===== config.mk =====
export PLATFORM = sky130hd
export DESIGN_NAME = sbi_ctrl
export DESIGN_NICKNAME = d
export VERILOG_FILES = /design/src/sbi_pkg.sv /design/src/sbi_ctrl.sv
export SDC_FILE = /design/constraint.sdc
export NUM_CORES = 1
export LEC_CHECK = 0
export BUFFER_PORTS_ARGS = -buffer_cell sky130_fd_sc_hd__buf_4
export CAP_MARGIN = 20
export CORE_AREA = 10 10 47 49
export DETAILED_ROUTE_END_ITERATION = 12
export DIE_AREA = 0 0 57 59
export PLACE_DENSITY = 0.42
export SYNTH_ARGS = -nofsm -noshare
export SYNTH_HDL_FRONTEND = slang
export SYNTH_SLANG_ARGS = --single-unit

===== constraint.sdc =====
create_clock -name clk -period 2.2 [get_ports clk]
set_input_delay 0.66 -clock clk [delete_from_list [all_inputs] [get_ports clk]]
set_output_delay 0.66 -clock clk [all_outputs]
set_load 0.02 [all_outputs]

===== src/sbi_pkg.sv =====
// ----------------------------------------------------------------------------
// Stage bracket interpolator package
// Shared types, constants and control structures for the stage bracket
// interpolator and its sub-modules.
// ----------------------------------------------------------------------------
package sbi_pkg;

  // Fixed field widths of the payload.
  localparam int TIME_BITS        = 48;
  localparam int WEIGHT_FRAC_BITS = 16;
  localparam int FILE_BITS        = 16;
  localparam int INDEX_BITS       = 6;
  localparam int COUNT_BITS       = 7;
  localparam int DIV_CNT_W        = $clog2(WEIGHT_FRAC_BITS);

  // Default table depth handed to the top-level parameter.
  localparam int STAGE_DEPTH_DEF = 64;

  // Configuration port.
  localparam int CFG_ADDR_W = 3;
  localparam int CFG_DATA_W = 32;
  localparam logic            REG_INTERP_EN   = 1'b0;
  localparam logic            REG_STAGE_COUNT = 1'b1;
  localparam logic                  INTERP_EN_RST   = 1'b1;
  localparam logic [COUNT_BITS-1:0] STAGE_COUNT_RST = 7'd1;

  // Item operations.
  localparam logic OP_WRITE = 1'b0;
  localparam logic OP_QUERY = 1'b1;

  // Cache slot actions.
  localparam logic [1:0] LACT_KEEP    = 2'd0;
  localparam logic [1:0] LACT_LOAD    = 2'd1;
  localparam logic [1:0] LACT_SWAP    = 2'd2;
  localparam logic [1:0] UACT_KEEP    = 2'd0;
  localparam logic [1:0] UACT_LOAD    = 2'd1;
  localparam logic [1:0] UACT_RELEASE = 2'd2;

  typedef struct packed {
    logic                  opcode;
    logic [INDEX_BITS-1:0] entry_index;
    logic [TIME_BITS-1:0]  time_value;
    logic [FILE_BITS-1:0]  file_id;
  } in_item_t;

  typedef struct packed {
    logic [INDEX_BITS-1:0]     lower_stage;
    logic [INDEX_BITS-1:0]     upper_stage;
    logic [WEIGHT_FRAC_BITS:0] weight;
    logic [1:0]                lower_action;
    logic [1:0]                upper_action;
    logic [FILE_BITS-1:0]      lower_file;
    logic [FILE_BITS-1:0]      upper_file;
  } out_item_t;

  typedef enum logic [2:0] {
    ST_IDLE,
    ST_START,
    ST_SCAN,
    ST_DIV,
    ST_DONE
  } state_t;

  // Controller to datapath.
  typedef struct packed {
    logic accept;
    logic rd_first;
    logic scan_step;
    logic take;
    logic div_step;
    logic result_load;
  } cmd_t;

  // Datapath to controller.
  typedef struct packed {
    logic in_query;
    logic hit;
    logic at_last;
    logic need_div;
    logic div_last;
    logic out_busy;
  } sts_t;

endpackage


===== src/sbi_ctrl.sv =====
// ----------------------------------------------------------------------------
// Stage bracket interpolator controller
// Sequences acceptance, table scan, weight division and result hand-off.
// ----------------------------------------------------------------------------
module sbi_ctrl (
  input  logic          clk,
  input  logic          rst_n,
  input  logic          in_valid,
  output logic          in_ready,
  input  sbi_pkg::sts_t sts,
  output sbi_pkg::cmd_t cmd
);
  import sbi_pkg::*;

  state_t state_r;
  state_t state_nxt;

  always_ff @(posedge clk) begin
    if (!rst_n) begin
      state_r <= ST_IDLE;
    end else begin
      state_r <= state_nxt;
    end
  end

  always_comb begin
    state_nxt = state_r;
    unique case (state_r)
      ST_IDLE: begin
        if (in_valid && sts.in_query) begin
          state_nxt = ST_START;
        end
      end
      ST_START: begin
        state_nxt = ST_SCAN;
      end
      ST_SCAN: begin
        if (sts.hit || sts.at_last) begin
          state_nxt = sts.need_div ? ST_DIV : ST_DONE;
        end
      end
      ST_DIV: begin
        if (sts.div_last) begin
          state_nxt = ST_DONE;
        end
      end
      ST_DONE: begin
        if (!sts.out_busy) begin
          state_nxt = ST_IDLE;
        end
      end
      default: state_nxt = ST_IDLE;
    endcase
  end

  always_comb begin
    cmd      = '0;
    in_ready = 1'b0;
    unique case (state_r)
      ST_IDLE: begin
        in_ready   = 1'b1;
        cmd.accept = in_valid;
      end
      ST_START: begin
        cmd.rd_first = 1'b1;
      end
      ST_SCAN: begin
        if (sts.hit || sts.at_last) begin
          cmd.take = 1'b1;
        end else begin
          cmd.scan_step = 1'b1;
        end
      end
      ST_DIV: begin
        cmd.div_step = 1'b1;
      end
      ST_DONE: begin
        cmd.result_load = !sts.out_busy;
      end
      default: cmd = '0;
    endcase
  end

endmodule


==> metrics.md, run 1 <==
| Metric | Value |
|---|---|
| Mean Syn Cell Area | 7.766 sq um |
| Synth area leaders | dfxtp_1, nor3_1, buf_6 |
| Critical path, cell by cell | buf_4 -> o21ai_1 -> nor3_1 -> buf_4 |
| WL/cell | 12.51 microns |
| Leakage | 0.1534 nW |
| Yosys warnings | 0 |
| Vias per std cell | 4.393 |
| Top Ports | 16 |
| Crit start category | primary input |
| Worst vdd ir | 0.0001270 V |
| Core Region | 0.001401 sq mm |
| Area grow syn2layout | 60.00% |
| Area share of the largest cell type after synthesis | 26.67% |
| CTS tree | done |
| Share of layout cells above drive strength 1 | 42.22% |
| Synth Flop Type | dfxtp_1 |
| Max Cap Violations | 0 |
| Tcrit/Tclk final | 84.00% |
| GRT overflow | 0 |
| Crit Path Category | primary input to output pin |
| Critical path launch point | sts[3] |
| Die H | 59 microns |
| Maximum clock path buffer count | 2 |
| Clock sinks | 3 |
| Pwr per Cell Area | 566.9 mW/mm^2 |
| Run status | completed |
| CTS Buf Count | 3 |
| Most flop-heavy register | state_r |
| Cell Area, Synth | 225.2 sq um |
| Worst-Skew Late Latency | 0.23 ns |
| Final Skew | 0.0002256 ns |
| Via count | 268 |
| Post-synthesis cell type count | 22 |
| Synth Instances | 29 |
| CP Data Arrival Time | 1.19 ns |
| Antenna cells | 0 |
| F_max | 541.1 MHz |
| Routability cong. | 0.6375 |
| Regs by FF count | state_r x3 |
| Initial antenna violation count | 0 |
| Tot Pwr | 0.0002043 W |
| Kind of end point of the critical path | output pin |
| Number of H-tree levels | 1 |
| Sequential area share after synthesis | 26.67% |
| 1st-pass router iterations | 2 |
| R2R Setup Slk | 0.95 ns |
| Post-DP HPWL | 606 microns |
| Largest net degree at the start of global routing | 12 |
| CP max stage delay | 0.18 ns |
| Number of synthesized flops with an enable pin | 0 |
| Critical Path End | cmd[2] |
| Share of flip-flops with an asynchronous set or reset | 0% |
| Post-Route WL | 763 microns |
| Worst R2R End | state_r[2]$_SDFFE_PN0P_ |
| Finished Layout Cells | 61 |
| Syn Nets | 38 |
| Crit-path max FO | 3 |
| Die span in x | 57 microns |
| Vias in the first global route | 287 |
| 1st-iter DRT viols | 4 |
| CTS resizes | 0 |
| Max_slew headroom | 76.97% |
| Post-layout min period | 1.848 ns |
| Antenna viol nets, final | 0 |
| Die area | 0.003363 sq mm |
| R2r startpoint | state_r[1]$_SDFFE_PN0P_ |
| Nets | 55 |
| R2R depth | 3 |
| Most used cell, CP | buf_4 |
| Yosys top cell by area | dfxtp_1 |
| Inst Count DP | 57 |
| Post-synth top cells | dfxtp_1, nor2_1, nor3_1 |
| Max Slew Vio Count | 0 |
| Fin. Hold Viols | 0 |
| Setup TNS | 0 ns |
| Root Buffer | clkbuf_4 |
| Worst min-delay path category | flip-flop to flip-flop |
| Hold bufs inserted after CTS | 0 |
| Post-CTS Setup Inserts | 0 |
| Slew @ Worst Pin | 0.3450 ns |
| Drt drc | 0 |
| Req. time, crit path | 1.54 ns |
| RSZ-0062 raised after global routing | no |
| # rows | 14 |
| Initial Utilization | 16.07% |
| Final setup fails | 0 |
| Total track usage | 4.881% |
| IO buf count | 15 |
| Max reg flops | 3 |
| Clock-pin slew on the worst setup and hold paths | 0.04 ns |
| FF+latch count, synth | 3 |
| Worst path slowest cell | o21ai_1 |
| Global-route wire length before repair | 1207 microns |
| # fillers | 173 |
logic make-up (layout without fill, tap and decap cells):
kind of cell	count (synthesis)	after routing	synth area share [%]
and+or+nand+nor	16	16	41.12
AOI/OAI and AO/OA	7	7	21.67
DFF	3	3	26.67
buffers and inverters	3	19	10.55
area by class of cell:
cell class / instances / area [sq um] / area share, %
multi-input combinational: 23 / 141.4 / 39.24
clock buffer: 4 / 26.28 / 7.292
timing repair buffer: 15 / 112.6 / 31.25
sequential: 3 / 60.06 / 16.67
tap: 16 / 20.02 / 5.556
per-layer routing:
| metal | vias up | wire length, microns | track usage (%) |
|---|---|---|---|
| li1 | 139 | - | - |
| met2 | 10 | 349 | 6.512 |
| met1 | 117 | 314 | 4.745 |
| met5 | - | 0 | 0 |
| met4 | 0 | 26 | 6.040 |
| met3 | 2 | 73 | 2.790 |
worst min path at each step:
stage	startpoint	end	cells past startpoint
after floorplan	state_r[0]$_SDFFE_PN0P_	state_r[2]$_SDFFE_PN0P_	2
after global placement	state_r[1]$_SDFFE_PN0P_	state_r[0]$_SDFFE_PN0P_	2
after detailed placement	state_r[1]$_SDFFE_PN0P_	state_r[0]$_SDFFE_PN0P_	2
after CTS	state_r[1]$_SDFFE_PN0P_	state_r[0]$_SDFFE_PN0P_	2
after global routing	sts[1]	state_r[1]$_SDFFE_PN0P_	2
final	state_r[1]$_SDFFE_PN0P_	state_r[0]$_SDFFE_PN0P_	2
where the power goes:
part | total [W] | switching, W | internal, W
sequential | 0.0000632 | 0.00000597 | 0.0000572
clock | 0.0000956 | 0.0000277 | 0.0000679
combinational | 0.0000455 | 0.0000214 | 0.0000241
worst max-delay path, delay by kind of cell:
family / cells / cell delay [ns]
buf+inv: 2 / 0.29
compound gates: 1 / 0.18
simple gates: 1 / 0.06
through the flow:
step	utilization, %	setup WS, ns	area [sq um]	hold slack [ns]
2_1_floorplan	-	0.2432	225.2	0.4917
3_3_place_gp	23.84	0.3513	334.1	0.6115
3_5_place_dp	23.84	0.3526	334.1	0.6198
4_1_cts	25.71	0.3473	360.3	0.6186
5_1_grt	25.71	0.2183	360.3	0.6707
6_report	25.71	0.3520	360.3	0.6125
cells in the final DEF, fill, tap and decap left out, drive strengths merged:
cell type,netlist,final
a21oi,1,1
nor3,3,3
dfxtp,3,3
and3b,1,1
a31oi,1,1
nand2b,1,1
a32oi,1,1
buf,3,15
nand2,2,2
nand3,1,1
or3b,1,1
clkbuf,0,4
and2,1,1
o21ai,1,1
a311oi,1,1
a21boi,1,1
nor3b,1,1
o21bai,1,1
nor2,3,3
or4,1,1
nand3b,1,1
(Power assumes the default switching activity.)
==> run 2, diff against run 1 <==
--- a/config.mk
+++ b/config.mk
@@ -10,7 +10,7 @@
 export CORE_AREA = 10 10 47 49
 export DETAILED_ROUTE_END_ITERATION = 12
 export DIE_AREA = 0 0 57 59
-export PLACE_DENSITY = 0.42
+export PLACE_DENSITY = 0.43
 export SYNTH_ARGS = -nofsm -noshare
 export SYNTH_HDL_FRONTEND = slang
 export SYNTH_SLANG_ARGS = --single-unit
==> constraint.sdc (replaced) <==
create_clock -name clk -period 1.5 [get_ports clk]
set_input_delay 0.45 -clock clk [delete_from_list [all_inputs] [get_ports clk]]
set_output_delay 0.45 -clock clk [all_outputs]
set_load 0.02 [all_outputs]
==> run 2 against run 1 <==
Hold slack worse by 0.18 ns. Clock skew hardly changed. Cell count is 4.9% higher. Clock-buffer cell count stayed put. Clock power is 43% higher. Largest cell class unchanged. Largest power group unchanged. Highest routed layer is now met3.
==> metrics.md, run 2 (synthesized netlist as in run 1, its figures left out) <==
| Metric | Value |
|---|---|
| Vias in the first global route | 318 (+11%) |
| Maximum clock path buffer count | 2 (unchanged) |
| Design Area, Final | 436.7 sq um (+21%) |
| Regs by FF count | state_r x3 |
| Crit start category | flip-flop |
| R2R depth | 3 (unchanged) |
| Nets | 58 (+5.5%) |
| Leakage | 0.1910 nW (+25%) |
| Clock power frac | 43.6% (-3.2 points) |
| Setup TNS | 0 ns (unchanged) |
| Setup ws final | 0.008650 ns (-0.3434 ns) |
| Post-Route WL | 794 microns (+4.1%) |
| Worst vdd ir | 0.0001710 V (+35%) |
| Tot Pwr | 0.0003144 W (+54%) |
| Die span in x | 57 microns (unchanged) |
| Root Buffer | clkbuf_4 |
| Global-route wire length before repair | 1352 microns (+12%) |
| Worst min-delay path category | primary input to flip-flop |
| Antenna cells | 0 (unchanged) |
| Share of layout cells above drive strength 1 | 64.58% (+22 points) |
| Kind of end point of the critical path | output pin |
| Via count | 288 (+7.5%) |
| Max Slew Vio Count | 0 (unchanged) |
| Max_slew headroom | 85.46% (+8.5 points) |
| Pwr per Cell Area | 720.1 mW/mm^2 (+27%) |
| F_max | 670.5 MHz |
| Initial antenna violation count | 0 (unchanged) |
| Initial Utilization | 16.07% (unchanged) |
| Max reg flops | 3 (unchanged) |
| CP Data Arrival Time | 1.04 ns (-0.15 ns) |
| Fin. Hold Viols | 0 (unchanged) |
| Post-place instance area | 360.3 sq um (+7.9%) |
| Run status | completed |
| P_int | 0.0002300 W (+54%) |
| Drt drc | 0 (unchanged) |
| Setup WS pre-CTS | 0.06340 ns (-0.2891 ns) |
| Antenna viol nets, final | 0 (unchanged) |
| Tcrit/Tclk final | 99.42% |
| Largest net degree at the start of global routing | 10 (-2) |
| Clock sinks | 3 (unchanged) |
| Post-DP HPWL | 657.7 microns (+8.5%) |
| Switching Share | 26.86% (-0.11 points) |
| Routability cong. | 0.7470 (+17%) |
| Final Skew | 0.0001745 ns (-0.00005101 ns) |
| Crit-path max FO | 7 (+4) |
| Psw | 0.00008447 W (+53%) |
| Core Region | 0.001401 sq mm (unchanged) |
| Req. time, crit path | 1.05 ns (-0.49 ns) |
| Die H | 59 microns (unchanged) |
| CTS Buf Count | 3 (unchanged) |
| Die area | 0.003363 sq mm (unchanged) |
| CTS tree | done |
| Area grow syn2layout | 93.89% |
| Worst R2R End | state_r[2]$_SDFFE_PN0P_ |
| Most flop-heavy register | state_r |
| Hold bufs inserted after CTS | 0 (unchanged) |
| Total track usage | 5.108% (+0.23 points) |
| R2R Setup Slk | 0.25 ns (-0.70 ns) |
| Critical path launch point | state_r[0]$_SDFFE_PN0P_ |
| Commonest non-fill, non-tap cell in the layout | buf_4 |
| Final setup fails | 0 (unchanged) |
| Finished Core Util | 31.16% (+5.4 points) |
| Top Ports | 16 (unchanged) |
| Worst-Skew Late Latency | 0.23 ns (about the same) |
| # fillers | 164 (-5.2%) |
| IO buf count | 15 (unchanged) |
| Most frequent cells in the layout | buf_4, clkbuf_4, buf_6, dfxtp_4 |
| Comb pwr share | 27.6% (+5.3 points) |
| RSZ-0062 raised after global routing | yes |
| Vias per std cell | 4.500 (+2.4%) |
| Max Cap Violations | 0 (unchanged) |
| Register area | 71.32 sq um (+19%) |
| 1st-iter DRT viols | 2 (-2) |
| Crit Path Category | flip-flop to output pin |
| Post-layout min period | 1.491 ns |
| Sequential share of power | 28.8% (-2.1 points) |
| Slew @ Worst Pin | 0.2167 ns (-0.1284 ns) |
| GRT overflow | 0 (unchanged) |
| Worst Hold Depth | 2 (unchanged) |
| Clock-pin slew on the worst setup and hold paths | 0.03 ns (about the same) |
| R2r startpoint | state_r[0]$_SDFFE_PN0P_ |
| Hold path start | sts[1] |
| # rows | 14 (unchanged) |
| Hold endpoint | state_r[1]$_SDFFE_PN0P_ |
| WL/cell | 12.41 microns (-0.82%) |
| 1st-pass router iterations | 3 (+1) |
| Number of H-tree levels | 1 (unchanged) |
| Multi-input logic area | 172.7 sq um (+22%) |
[run 2: changes by cell type in the layout (fill, tap and decap cells not counted)]
cell	previous run	this run
nor2_1	3	2
nor3_4	0	1
nor3_2	0	2
nor3b_1	1	0
and2_4	0	1
and2_1	1	0
buf_6	0	3
dfxtp_1	3	0
nor3b_2	0	1
nor3_1	3	0
dfxtp_4	0	3
nor2_2	0	1
[run 2: final cells by class]
class	count	area share [%]
sequential	3	16.33
tap	16	4.585
clock buffer	4	6.017
multi-input combinational	23	39.54
timing repair buffer	18	33.52
[run 2: worst max-delay path by stage]
stage,to,slack [ns],depth (start not counted)
2_1_floorplan,cmd[3],0.01,4
3_3_place_gp,cmd[2],0.07,4
3_5_place_dp,cmd[2],0.06,4
4_1_cts,cmd[3],-0.03,4
5_1_grt,cmd[5],-0.05,3
6_report,cmd[0],0.009,4
[run 2: routing by layer]
| layer | up-vias | GRT usage (%) | wire length, microns |
|---|---|---|---|
| met4 | 0 | 5.034 | 0 |
| li1 | 146 | - | - |
| met5 | - | 0 | 0 |
| met3 | 0 | 2.575 | 65 |
| met1 | 131 | 5.370 | 379 |
| met2 | 11 | 7.132 | 349 |
[run 2: power groups by stage]
stage | clock network (W) | registers, W | logic, W
6_report | 0.000137 | 0.0000906 | 0.0000869
5_1_grt | 0.000147 | 0.0000922 | 0.0000953
4_1_cts | 0.000145 | 0.0000910 | 0.0000809
3_5_place_dp | 0 | 0.0000933 | 0.0000773
3_3_place_gp | 0 | 0.0000935 | 0.0000768
2_1_floorplan | 0 | 0.0000859 | 0.0000449
[run 2: worst max-delay path: stages, from the launching register on]
cell and delay, ns:
dfxtp_4 0.37, nor2_2 0.15, nand2_1 0.07, nor2_1 0.08, buf_4 0.14
[run 2: repair_timing]
| item | 4_1_cts | 5_1_grt |
|---|---|---|
| resized for setup | 8 | 6 |
| setup endpoints to repair | 6 | 6 |
| pin swaps | 0 | 3 |
| buffers inserted | 0 | 1 |
[run 2: through the flow]
stage | hold slack (ns) | instances
6_report | 0.4325 | 64
5_1_grt | 0.4355 | 64
4_1_cts | 0.4216 | 63
3_5_place_dp | 0.6766 | 59
3_3_place_gp | 0.6815 | 59
2_1_floorplan | 0.4917 | 29
