<file path="config.mk">
export PLATFORM = sky130hd
export DESIGN_NAME = sbi_regs
export DESIGN_NICKNAME = d
export VERILOG_FILES = /design/src/sbi_pkg.sv /design/src/sbi_regs.sv
export SDC_FILE = /design/constraint.sdc
export NUM_CORES = 1
export LEC_CHECK = 0
export ABC_AREA = 1
export BUFFER_PORTS_ARGS = -buffer_cell sky130_fd_sc_hd__buf_2
export CAP_MARGIN = 20
export CORE_MARGIN = 2
export CORE_UTILIZATION = 34
export CTS_BUF_LIST = sky130_fd_sc_hd__clkbuf_4 sky130_fd_sc_hd__clkbuf_8
export DETAILED_ROUTE_END_ITERATION = 12
export GPL_ROUTABILITY_DRIVEN = 0
export MAX_ROUTING_LAYER = met4
export PLACE_DENSITY_LB_ADDON = 0.3
export SKIP_CTS_REPAIR_TIMING = 1
export SLEW_MARGIN = 25
export SYNTH_ARGS = -nofsm -noshare
export SYNTH_HDL_FRONTEND = slang
export SYNTH_SLANG_ARGS = --single-unit
export TNS_END_PERCENT = 50
</file>
<file path="constraint.sdc">
create_clock -name clk -period 1.67 [get_ports clk]
set_clock_uncertainty 0.15 [all_clocks]
set_input_delay 0 -clock clk [delete_from_list [all_inputs] [get_ports clk]]
set_output_delay 0 -clock clk [all_outputs]
set_load 0.02 [all_outputs]
</file>
<file path="src/sbi_pkg.sv">
// ----------------------------------------------------------------------------
// Stage bracket interpolator package
// Shared types, constants and control structures for the stage bracket
// interpolator and its sub-modules.
// ----------------------------------------------------------------------------
package sbi_pkg;

  // Fixed field widths of the payload.
  localparam int TIME_BITS        = 48;
  localparam int WEIGHT_FRAC_BITS = 16;
  localparam int FILE_BITS        = 16;
  localparam int INDEX_BITS       = 6;
  localparam int COUNT_BITS       = 7;
  localparam int DIV_CNT_W        = $clog2(WEIGHT_FRAC_BITS);

  // Default table depth handed to the top-level parameter.
  localparam int STAGE_DEPTH_DEF = 64;

  // Configuration port.
  localparam int CFG_ADDR_W = 3;
  localparam int CFG_DATA_W = 32;
  localparam logic            REG_INTERP_EN   = 1'b0;
  localparam logic            REG_STAGE_COUNT = 1'b1;
  localparam logic                  INTERP_EN_RST   = 1'b1;
  localparam logic [COUNT_BITS-1:0] STAGE_COUNT_RST = 7'd1;

  // Item operations.
  localparam logic OP_WRITE = 1'b0;
  localparam logic OP_QUERY = 1'b1;

  // Cache slot actions.
  localparam logic [1:0] LACT_KEEP    = 2'd0;
  localparam logic [1:0] LACT_LOAD    = 2'd1;
  localparam logic [1:0] LACT_SWAP    = 2'd2;
  localparam logic [1:0] UACT_KEEP    = 2'd0;
  localparam logic [1:0] UACT_LOAD    = 2'd1;
  localparam logic [1:0] UACT_RELEASE = 2'd2;

  typedef struct packed {
    logic                  opcode;
    logic [INDEX_BITS-1:0] entry_index;
    logic [TIME_BITS-1:0]  time_value;
    logic [FILE_BITS-1:0]  file_id;
  } in_item_t;

  typedef struct packed {
    logic [INDEX_BITS-1:0]     lower_stage;
    logic [INDEX_BITS-1:0]     upper_stage;
    logic [WEIGHT_FRAC_BITS:0] weight;
    logic [1:0]                lower_action;
    logic [1:0]                upper_action;
    logic [FILE_BITS-1:0]      lower_file;
    logic [FILE_BITS-1:0]      upper_file;
  } out_item_t;

  typedef enum logic [2:0] {
    ST_IDLE,
    ST_START,
    ST_SCAN,
    ST_DIV,
    ST_DONE
  } state_t;

  // Controller to datapath.
  typedef struct packed {
    logic accept;
    logic rd_first;
    logic scan_step;
    logic take;
    logic div_step;
    logic result_load;
  } cmd_t;

  // Datapath to controller.
  typedef struct packed {
    logic in_query;
    logic hit;
    logic at_last;
    logic need_div;
    logic div_last;
    logic out_busy;
  } sts_t;

endpackage

</file>
<file path="src/sbi_regs.sv">
// ----------------------------------------------------------------------------
// Stage bracket interpolator configuration registers
// APB-style register file holding the interpolation enable and stage count.
// ----------------------------------------------------------------------------
module sbi_regs (
  input  logic                             clk,
  input  logic                             rst_n,
  input  logic                             psel,
  input  logic                             penable,
  input  logic                             pwrite,
  input  logic [sbi_pkg::CFG_ADDR_W-1:0]   paddr,
  input  logic [sbi_pkg::CFG_DATA_W-1:0]   pwdata,
  output logic [sbi_pkg::CFG_DATA_W-1:0]   prdata,
  output logic                             pready,
  output logic                             interp_en,
  output logic [sbi_pkg::COUNT_BITS-1:0]   stage_count
);
  import sbi_pkg::*;

  logic                  interp_en_r;
  logic [COUNT_BITS-1:0] stage_count_r;
  logic                  wr_en;

  // Registers sit on word addresses, so only the word-select bit decodes.
  assign wr_en  = psel && penable && pwrite;
  assign pready = 1'b1;

  always_ff @(posedge clk) begin
    if (!rst_n) begin
      interp_en_r   <= INTERP_EN_RST;
      stage_count_r <= STAGE_COUNT_RST;
    end else if (wr_en) begin
      if (paddr[2] == REG_INTERP_EN) begin
        interp_en_r <= pwdata[0];
      end else begin
        stage_count_r <= pwdata[COUNT_BITS-1:0];
      end
    end
  end

  always_comb begin
    if (paddr[2] == REG_STAGE_COUNT) begin
      prdata = {{(CFG_DATA_W-COUNT_BITS){1'b0}}, stage_count_r};
    end else begin
      prdata = {{(CFG_DATA_W-1){1'b0}}, interp_en_r};
    end
  end

  assign interp_en   = interp_en_r;
  assign stage_count = stage_count_r;

endmodule

</file>
==> flow_metrics.env, run 1 <==
export IMPL_maxCapViolCount=0
export IMPL_setup_violations=0
export IMPL_drv_slew=0
export IMPL_diodes=0
export IMPL_hp_start="penable"
export IMPL_rr_startpoint="stage_count[0]$_SDFFE_PN1P_"
export IMPL_reg2reg_depth=3
export IMPL_synthFlopType="dfxtp_1"
export IMPL_synth_top_area_share_pct=32.1
export IMPL_worstReg2RegEnd="stage_count[0]$_SDFFE_PN1P_"
export IMPL_reg2reg_slack_ns=0.37
export IMPL_chipHeight_um=46.3
export IMPL_timing_final_crit_share_pct=81.9
export IMPL_synth_area_leaders="buf_4 (32%), dfxtp_1 (26%), nand2_1 (10%), nand3_1 (8.2%), inv_1 (8.0%)"
export IMPL_core_region_area_um2=1710
export IMPL_yosysMostFrequentCell="buf_4"
export IMPL_seq_power_share_pct=40.9
export IMPL_clock_sinks=8
export IMPL_cts_path_max_buffers=2
export IMPL_grtUsageTotal_pct=11.3
export IMPL_wl_per_cell_um=8.26
export IMPL_p_sw_w=0.000173
export IMPL_grt_pass1_wl_mm=1.61
export IMPL_grt_start_max_net_pins=16
export IMPL_synth_cells=95
export IMPL_cts_inserted_buffers=3
export IMPL_ys_ff_latch=8
export IMPL_p_int_w=0.000322
export IMPL_layout_min_cycle_time_ns=1.37
export IMPL_cts_tree="built"
export IMPL_start_util_pct=35.6
export IMPL_drt_iter0_markers=5
export IMPL_worst_pin_slew_ns=0.496
export IMPL_finalHoldViolCount=0
export IMPL_yosysWarnings=0
export IMPL_numPortBuffers=27
export IMPL_antenna_found_initial=0
export IMPL_die_area_um2=2140
export IMPL_p_leak_nw=0.488
export IMPL_synth_cell_types=12
export IMPL_cp_data_required_time_ns=1.66
export IMPL_hold_class="in -> reg"
export IMPL_grt_pass1_vias=395
export IMPL_crit_start="pwdata[0]"
export IMPL_endpoint_kind="flop"
export IMPL_dp_hpwl_um=858
export IMPL_cp_start_kind="primary input"
export IMPL_clock_latency_ns=0.25
export IMPL_area_delta_synth_final_pct=27.2
export IMPL_vias_per_cell=3.79
export IMPL_slew_headroom_pct=66.8
export IMPL_ant_nets=0
export IMPL_pin_count=81
export IMPL_synthTopCellsByCount="buf_4 (26), nand2_1 (17), inv_1 (13), nor2_1 (13), nand3_1 (10)"
export IMPL_clock_power_share_pct=30.0
export IMPL_arrival_ns=1.36
export IMPL_yosys_area_top_type="buf_4"
export IMPL_die_w_um=46.3
export IMPL_cts_root_buf="clkbuf_4"
export IMPL_ir_drop_mv=0.236
export IMPL_dr_pass1_iters=4
export IMPL_drt_wl_total_mm=1.28
export IMPL_cp_endpoint="stage_count[0]$_SDFFE_PN1P_"
export IMPL_max_clock_freq_ghz=0.731
export IMPL_num_vias=588
export IMPL_run_status="completed"
export IMPL_fillers=181
export IMPL_cp_max_fo=2
export IMPL_path_clk_slew_ns=0.06
export IMPL_drive_gt1_share_pct=24.6
export IMPL_yosysSeqAreaShare_pct=26.3
export IMPL_p_sw_share_pct=35.0
export IMPL_grt_overflow=0
export IMPL_std_cell_rows=15
export IMPL_power_density_nw_per_um2=639
export IMPL_rsz0062_at_grt="no"
export IMPL_crit_type="in -> reg"
export IMPL_setup_tns_ns=0
export IMPL_synth_avg_cell_area_um2=6.40
export IMPL_netlist_area_um2=608
export IMPL_hold_slack_ns=0.0216
export IMPL_combPwrFrac_pct=29.1
export IMPL_synth_edf_count=0
export IMPL_async_flop_share_pct=0
export IMPL_drc=0
export IMPL_cts_htree_levels=1
export IMPL_fin_nets=172
==> logic make-up (layout without fill, tap and decap cells) <==
group	Yosys count	in the layout	share of synthesized area, %
AOI/OAI and AO/OA	2	2	1.65
buffers and inverters	42	53	42.2
DFF	8	8	26.3
other	2	26	1.24
and+or+nand+nor	41	41	28.6
==> metal layers <==
metal | GRT usage (%) | vias up | wire [µm]
met4 | 10.3 | 0 | 19
met5 | - | - | 0
li1 | - | 299 | -
met3 | 2.35 | 2 | 90
met2 | 16.1 | 37 | 665
met1 | 12.9 | 250 | 504
==> registers in the layout, summed over array words and instances (netlist names) <==
register     flops
interp_en        1
stage_count      7
==> worst min path at each step <==
stage	endpoint	slack, ns	cells after the start
after floorplan	stage_count[0]$_SDFFE_PN1P_	-0.02	2
after global placement	stage_count[0]$_SDFFE_PN1P_	0.08	3
after detailed placement	stage_count[0]$_SDFFE_PN1P_	0.09	3
after CTS	stage_count[0]$_SDFFE_PN1P_	-0.17	3
after global routing	stage_count[5]$_SDFFE_PN0P_	0.08	4
final	interp_en$_SDFFE_PN1P_	0.02	4
==> metrics by stage <==
step / total power [W] / instance area (µm²) / instances / setup slack (ns) / util [%]
2_1_floorplan: 0.000348 / 698 / 119 / 0.847 / -
3_3_place_gp: 0.000331 / 661 / 143 / 0.689 / 38.7
3_5_place_dp: 0.000333 / 661 / 143 / 0.664 / 38.7
4_1_cts: 0.000484 / 683 / 146 / 0.642 / 40.0
5_1_grt: 0.000521 / 773 / 155 / 0.256 / 45.3
6_report: 0.000494 / 773 / 155 / 0.303 / 45.3
==> layout by cell type (no fill, tap or decap) <==
cell type      netlist  final
buf_2                1     27
o21ai_0              2      2
inv_1               13     13
nand2_1             17     17
conb_1               2     26
dfxtp_1              8      8
clkbuf_4             0      3
nor2_4               1      1
dlygate4sd3_1        0      9
inv_2                1      1
nand3_1             10     10
nor2_1              13     13
==> final cells by class <==
class / instances / area, µm² / area share (%)
clock buffers: 3 / 22.5 / 2.91
inverters: 14 / 52.6 / 6.80
multi-input cells: 69 / 282 / 36.4
flip-flops and latches: 8 / 160 / 20.7
well taps: 25 / 31.3 / 4.05
repair buffers: 36 / 225 / 29.1
==> power groups by stage <==
stage	registers [W]	logic [W]	clock network, W
floorplan	0.000214	0.000134	0
global route	0.000203	0.000159	0.000159
global placement	0.000206	0.000125	0
CTS	0.000202	0.000127	0.000155
finish	0.000202	0.000144	0.000149
detailed placement	0.000206	0.000127	0
==> critical path, cell delays in order <==
cell	delay, ns
dlygate4sd3_1	0.55
buf_2	0.13
nand2_1	0.06
nand3_1	0.06
dlygate4sd3_1	0.55
(Power assumes the default switching activity.)
==> run 2, diff against run 1 <==
--- a/config.mk
+++ b/config.mk
@@ -9,7 +9,7 @@
 export BUFFER_PORTS_ARGS = -buffer_cell sky130_fd_sc_hd__buf_2
 export CAP_MARGIN = 20
 export CORE_MARGIN = 2
-export CORE_UTILIZATION = 34
+export CORE_UTILIZATION = 32
 export CTS_BUF_LIST = sky130_fd_sc_hd__clkbuf_4 sky130_fd_sc_hd__clkbuf_8
 export DETAILED_ROUTE_END_ITERATION = 12
 export GPL_ROUTABILITY_DRIVEN = 0
==> constraint.sdc (replaced) <==
create_clock -name clk -period 1.4 [get_ports clk]
set_clock_uncertainty 0.15 [all_clocks]
set_input_delay 0 -clock clk [delete_from_list [all_inputs] [get_ports clk]]
set_output_delay 0 -clock clk [all_outputs]
set_load 0.02 [all_outputs]
==> run 2 against run 1 <==
Against the previous run: critical path depth decreased by 1; final cell count unchanged; combinational power increased by 19%; via count decreased by 2.0%; clock-buffer cell count unchanged; sequential cell count unchanged; global-route usage decreased by 1.9 points; largest power group unchanged; sequential share of layout area unchanged; hold slack improved by 0.032 ns; setup slack got worse by 0.29 ns.
==> flow_metrics.env, run 2 (synthesis gave the netlist of run 1 again) <==
export IMPL_cts_tree="built"
export IMPL_drc=0
export IMPL_maxCapViolCount=0
export IMPL_layout_min_cycle_time_ns=1.39
export IMPL_hold_class="in -> reg"
export IMPL_p_leak_nw=0.488
export IMPL_drt_iter0_markers=5
export IMPL_die_w_um=47.6
export IMPL_final_cell_mix="buf_2 (27), conb_1 (26), nand2_1 (17)"
export IMPL_power_w=0.000588
export IMPL_dp_hpwl_um=868
export IMPL_cp_max_fo=8
export IMPL_place_area_um2=661
export IMPL_run_status="completed"
export IMPL_clock_latency_ns=0.25
export IMPL_fin_nets=172
export IMPL_drive_gt1_share_pct=24.6
export IMPL_drt_wl_total_mm=1.23
export IMPL_fillers=187
export IMPL_area_delta_synth_final_pct=27.2
export IMPL_cts_inserted_buffers=3
export IMPL_crit_type="in -> reg"
export IMPL_start_util_pct=34.5
export IMPL_cts_root_buf="clkbuf_4"
export IMPL_cp_data_required_time_ns=1.39
export IMPL_diodes=0
export IMPL_path_clk_slew_ns=0.06
export IMPL_fin_area_um2=773
export IMPL_seq_area_um2=160
export IMPL_ir_drop_mv=0.387
export IMPL_core_region_area_um2=1760
export IMPL_final_cells=155
export IMPL_cts_path_max_buffers=2
export IMPL_cts_htree_levels=1
export IMPL_grtUsageTotal_pct=9.42
export IMPL_power_density_nw_per_um2=761
export IMPL_multi_input_area_um2=282
export IMPL_vias_per_cell=3.72
export IMPL_cp_start_kind="primary input"
export IMPL_grt_overflow=0
export IMPL_pin_count=81
export IMPL_grt_pass1_vias=375
export IMPL_antenna_found_initial=0
export IMPL_max_clock_freq_ghz=0.722
export IMPL_grt_pass1_wl_mm=1.39
export IMPL_drv_slew=0
export IMPL_die_area_um2=2260
export IMPL_chipHeight_um=47.6
export IMPL_grt_start_max_net_pins=16
export IMPL_final_common_cell="buf_2"
export IMPL_ant_nets=0
export IMPL_post_place_ws_ns=0.384
export IMPL_num_vias=576
export IMPL_setup_violations=0
export IMPL_clock_sinks=8
export IMPL_endpoint_kind="flop"
export IMPL_std_cell_rows=15
export IMPL_wl_per_cell_um=7.92
export IMPL_arrival_ns=1.37
export IMPL_worst_slack_ns=0.0143
export IMPL_dr_pass1_iters=3
export IMPL_post_place_cells=143
export IMPL_numPortBuffers=27
export IMPL_finalHoldViolCount=0
export IMPL_timing_final_crit_share_pct=99.0
export IMPL_largest_reg_flops=7
## run 2: cell type report
| cell class | instances | area share, % |
|---|---|---|
| clock buffers | 3 | 2.91 |
| inverters | 14 | 6.80 |
| multi-input cells | 69 | 36.4 |
| flip-flops and latches | 8 | 20.7 |
| well taps | 25 | 4.05 |
| repair buffers | 36 | 29.1 |
## run 2: through the flow
step / setup TNS (ns) / utilization [%] / hold slack (ns)
after floorplan: 0 / - / -0.0238
after global placement: 0 / 37.4 / 0.0802
after detailed placement: 0 / 37.4 / 0.0971
after CTS: 0 / 38.7 / -0.168
after global routing: -0.0263 / 43.8 / 0.0830
final: 0 / 43.8 / 0.0539
## run 2: where the power goes
group | total, W | internal (W) | switching [W]
clock | 0.000176 | 0.0000981 | 0.0000783
combinational | 0.000171 | 0.0000495 | 0.000122
sequential | 0.000241 | 0.000236 | 0.00000503
## run 2: worst paths after layout
kind                                    start                     endpoint  slack (ns)  depth (start not counted)
setup / recovery                        rst_n  stage_count[0]$_SDFFE_PN1P_        0.01                          4
hold / removal                       paddr[2]  stage_count[5]$_SDFFE_PN0P_        0.05                          4
setup reg to reg  stage_count[0]$_SDFFE_PN1P_  stage_count[0]$_SDFFE_PN1P_        0.11                          3
hold reg to reg   stage_count[5]$_SDFFE_PN0P_  stage_count[5]$_SDFFE_PN0P_        0.34                          2
## run 2: per-layer routing
metal	track usage (%)	up-vias	share of wire, %
li1	-	299	-
met1	9.26	244	39
met2	14.3	33	50
met3	4.15	0	10
met4	7.57	0	0
met5	-	-	0
## run 2: critical path: stages
cell and delay (ns):
dlygate4sd3_1 0.53, buf_2 0.19, nand3_1 0.09, dlygate4sd3_1 0.56
==> run 3, diff against run 2 <==
--- a/config.mk
+++ b/config.mk
@@ -13,6 +13,7 @@
 export CTS_BUF_LIST = sky130_fd_sc_hd__clkbuf_4 sky130_fd_sc_hd__clkbuf_8
 export DETAILED_ROUTE_END_ITERATION = 12
 export GPL_ROUTABILITY_DRIVEN = 0
+export HOLD_SLACK_MARGIN = 0.15
 export MAX_ROUTING_LAYER = met4
 export PLACE_DENSITY_LB_ADDON = 0.3
 export SKIP_CTS_REPAIR_TIMING = 1
==> constraint.sdc (replaced) <==
create_clock -name clk -period 1.4 [get_ports clk]
set_clock_uncertainty 0.15 [all_clocks]
set_input_delay 0.28 -clock clk [delete_from_list [all_inputs] [get_ports clk]]
set_output_delay 0.28 -clock clk [all_outputs]
set_load 0.02 [all_outputs]
==> run 3 against run 2 <==
Against the previous run: clock power increased by 3%; final cell count decreased by 4.5%; design area decreased by 9.4%; combinational power decreased by 9%; highest routed layer unchanged; sequential cell count unchanged.
==> flow_metrics.env, run 3 (synthesis gave the netlist of run 1 again) <==
export IMPL_run_status="completed"
export IMPL_ir_drop_mv=0.387
export IMPL_dr_pass1_iters=4
export IMPL_arrival_ns=0.90
export IMPL_layout_min_cycle_time_ns=1.33
export IMPL_grt_pass1_wl_mm=1.48
export IMPL_drt_wl_total_mm=1.11
export IMPL_hold_class="in -> reg"
export IMPL_pin_count=81
export IMPL_hold_slack_ns=0.143
export IMPL_grt_overflow=0
export IMPL_drt_iter0_markers=7
export IMPL_crit_type="in -> out"
export IMPL_fin_nets=165
export IMPL_final_common_cell="buf_2"
export IMPL_area_delta_synth_final_pct=15.2
export IMPL_setup_tns_ns=0
export IMPL_post_place_cells=144
export IMPL_start_util_pct=34.5
export IMPL_max_clock_freq_ghz=0.750
export IMPL_cts_tree="built"
export IMPL_num_vias=544
export IMPL_timing_final_crit_share_pct=95.2
export IMPL_rsz0062_at_grt="no"
export IMPL_drc=0
export IMPL_path_clk_slew_ns=0.06
export IMPL_cp_max_fo=15
export IMPL_grt_pass1_vias=388
export IMPL_largest_reg_flops=7
export IMPL_clock_sinks=8
export IMPL_drive_gt1_share_pct=26.8
export IMPL_numPortBuffers=27
export IMPL_clock_latency_ns=0.25
export IMPL_setup_violations=0
export IMPL_dp_hpwl_um=863
export IMPL_grt_start_max_net_pins=16
export IMPL_final_cell_mix="buf_2 (27), conb_1 (26), nand2_1 (17)"
export IMPL_grtUsageTotal_pct=10.1
export IMPL_fillers=215
export IMPL_cp_data_required_time_ns=0.97
export IMPL_maxCapViolCount=0
export IMPL_cp_start_kind="primary input"
export IMPL_ant_nets=0
export IMPL_vias_per_cell=3.68
export IMPL_std_cell_rows=15
export IMPL_drv_slew=0
export IMPL_chipHeight_um=47.6
export IMPL_diodes=0
export IMPL_die_w_um=47.6
export IMPL_cts_inserted_buffers=3
export IMPL_slowest_stage="buf_2"
export IMPL_max_stage_delay_ns=0.25
export IMPL_power_density_nw_per_um2=823
export IMPL_cts_htree_levels=1
export IMPL_seq_area_um2=160
export IMPL_multi_input_area_um2=282
export IMPL_core_region_area_um2=1760
export IMPL_cts_path_max_buffers=2
export IMPL_final_cells=148
export IMPL_finalHoldViolCount=0
export IMPL_crit_chain="buf_2 > inv_2 > nand2_1 > nand2_1 > buf_2"
export IMPL_die_area_um2=2260
export IMPL_wl_per_cell_um=7.47
export IMPL_cts_root_buf="clkbuf_4"
export IMPL_endpoint_kind="primary output"
export IMPL_antenna_found_initial=0
export IMPL_p_leak_nw=0.462
[run 3: path summary, 6_finish.rpt]
path                          startpoint                          end  slack [ns]  cells past startpoint
max                             paddr[2]                    prdata[0]        0.07                      5
min                                rst_n  stage_count[0]$_SDFFE_PN1P_        0.14                      2
min reg2reg  stage_count[2]$_SDFFE_PN0P_  stage_count[2]$_SDFFE_PN0P_        0.34                      2
max reg2reg  stage_count[0]$_SDFFE_PN1P_  stage_count[0]$_SDFFE_PN1P_        0.66                      2
[run 3: final cells by class]
| type | count | area share [%] |
|---|---|---|
| inverter | 14 | 7.50 |
| timing repair buffer | 29 | 21.8 |
| sequential | 8 | 22.9 |
| clock buffer | 3 | 3.21 |
| tap | 25 | 4.46 |
| multi-input combinational | 69 | 40.2 |
[run 3: critical path: cells and delay by family]
kind | cells | cell delay [ns]
buffers and inverters | 3 | 0.50
and+or+nand+nor | 2 | 0.11
[run 3: report_power, final]
group | switching (W) | internal (W) | leakage, nW
combinational | 0.000118 | 0.0000369 | 0.383
sequential | 0.00000510 | 0.000236 | 0.0651
clock | 0.0000823 | 0.0000984 | 0.0138
[run 3: stage by stage]
| stage | util [%] | setup WS, ns | instance area [µm²] | power (W) |
|---|---|---|---|---|
| after CTS | 39.1 | 0.0615 | 691 | 0.000582 |
| final | 39.7 | 0.0670 | 701 | 0.000577 |
| after global routing | 39.7 | 0.0158 | 701 | 0.000605 |
| after global placement | 37.9 | 0.0693 | 668 | 0.000397 |
| after detailed placement | 37.9 | 0.0614 | 668 | 0.000399 |
| after floorplan | - | 0.303 | 698 | 0.000415 |
[run 3: metal layers]
layer  GRT usage [%]  vias up  share of wire (%)
li1                -      286                  -
met1            10.9      223                 42
met2            15.1       35                 45
met3            3.77        0                 13
met4            7.03        0                  0
met5               -        -                  0
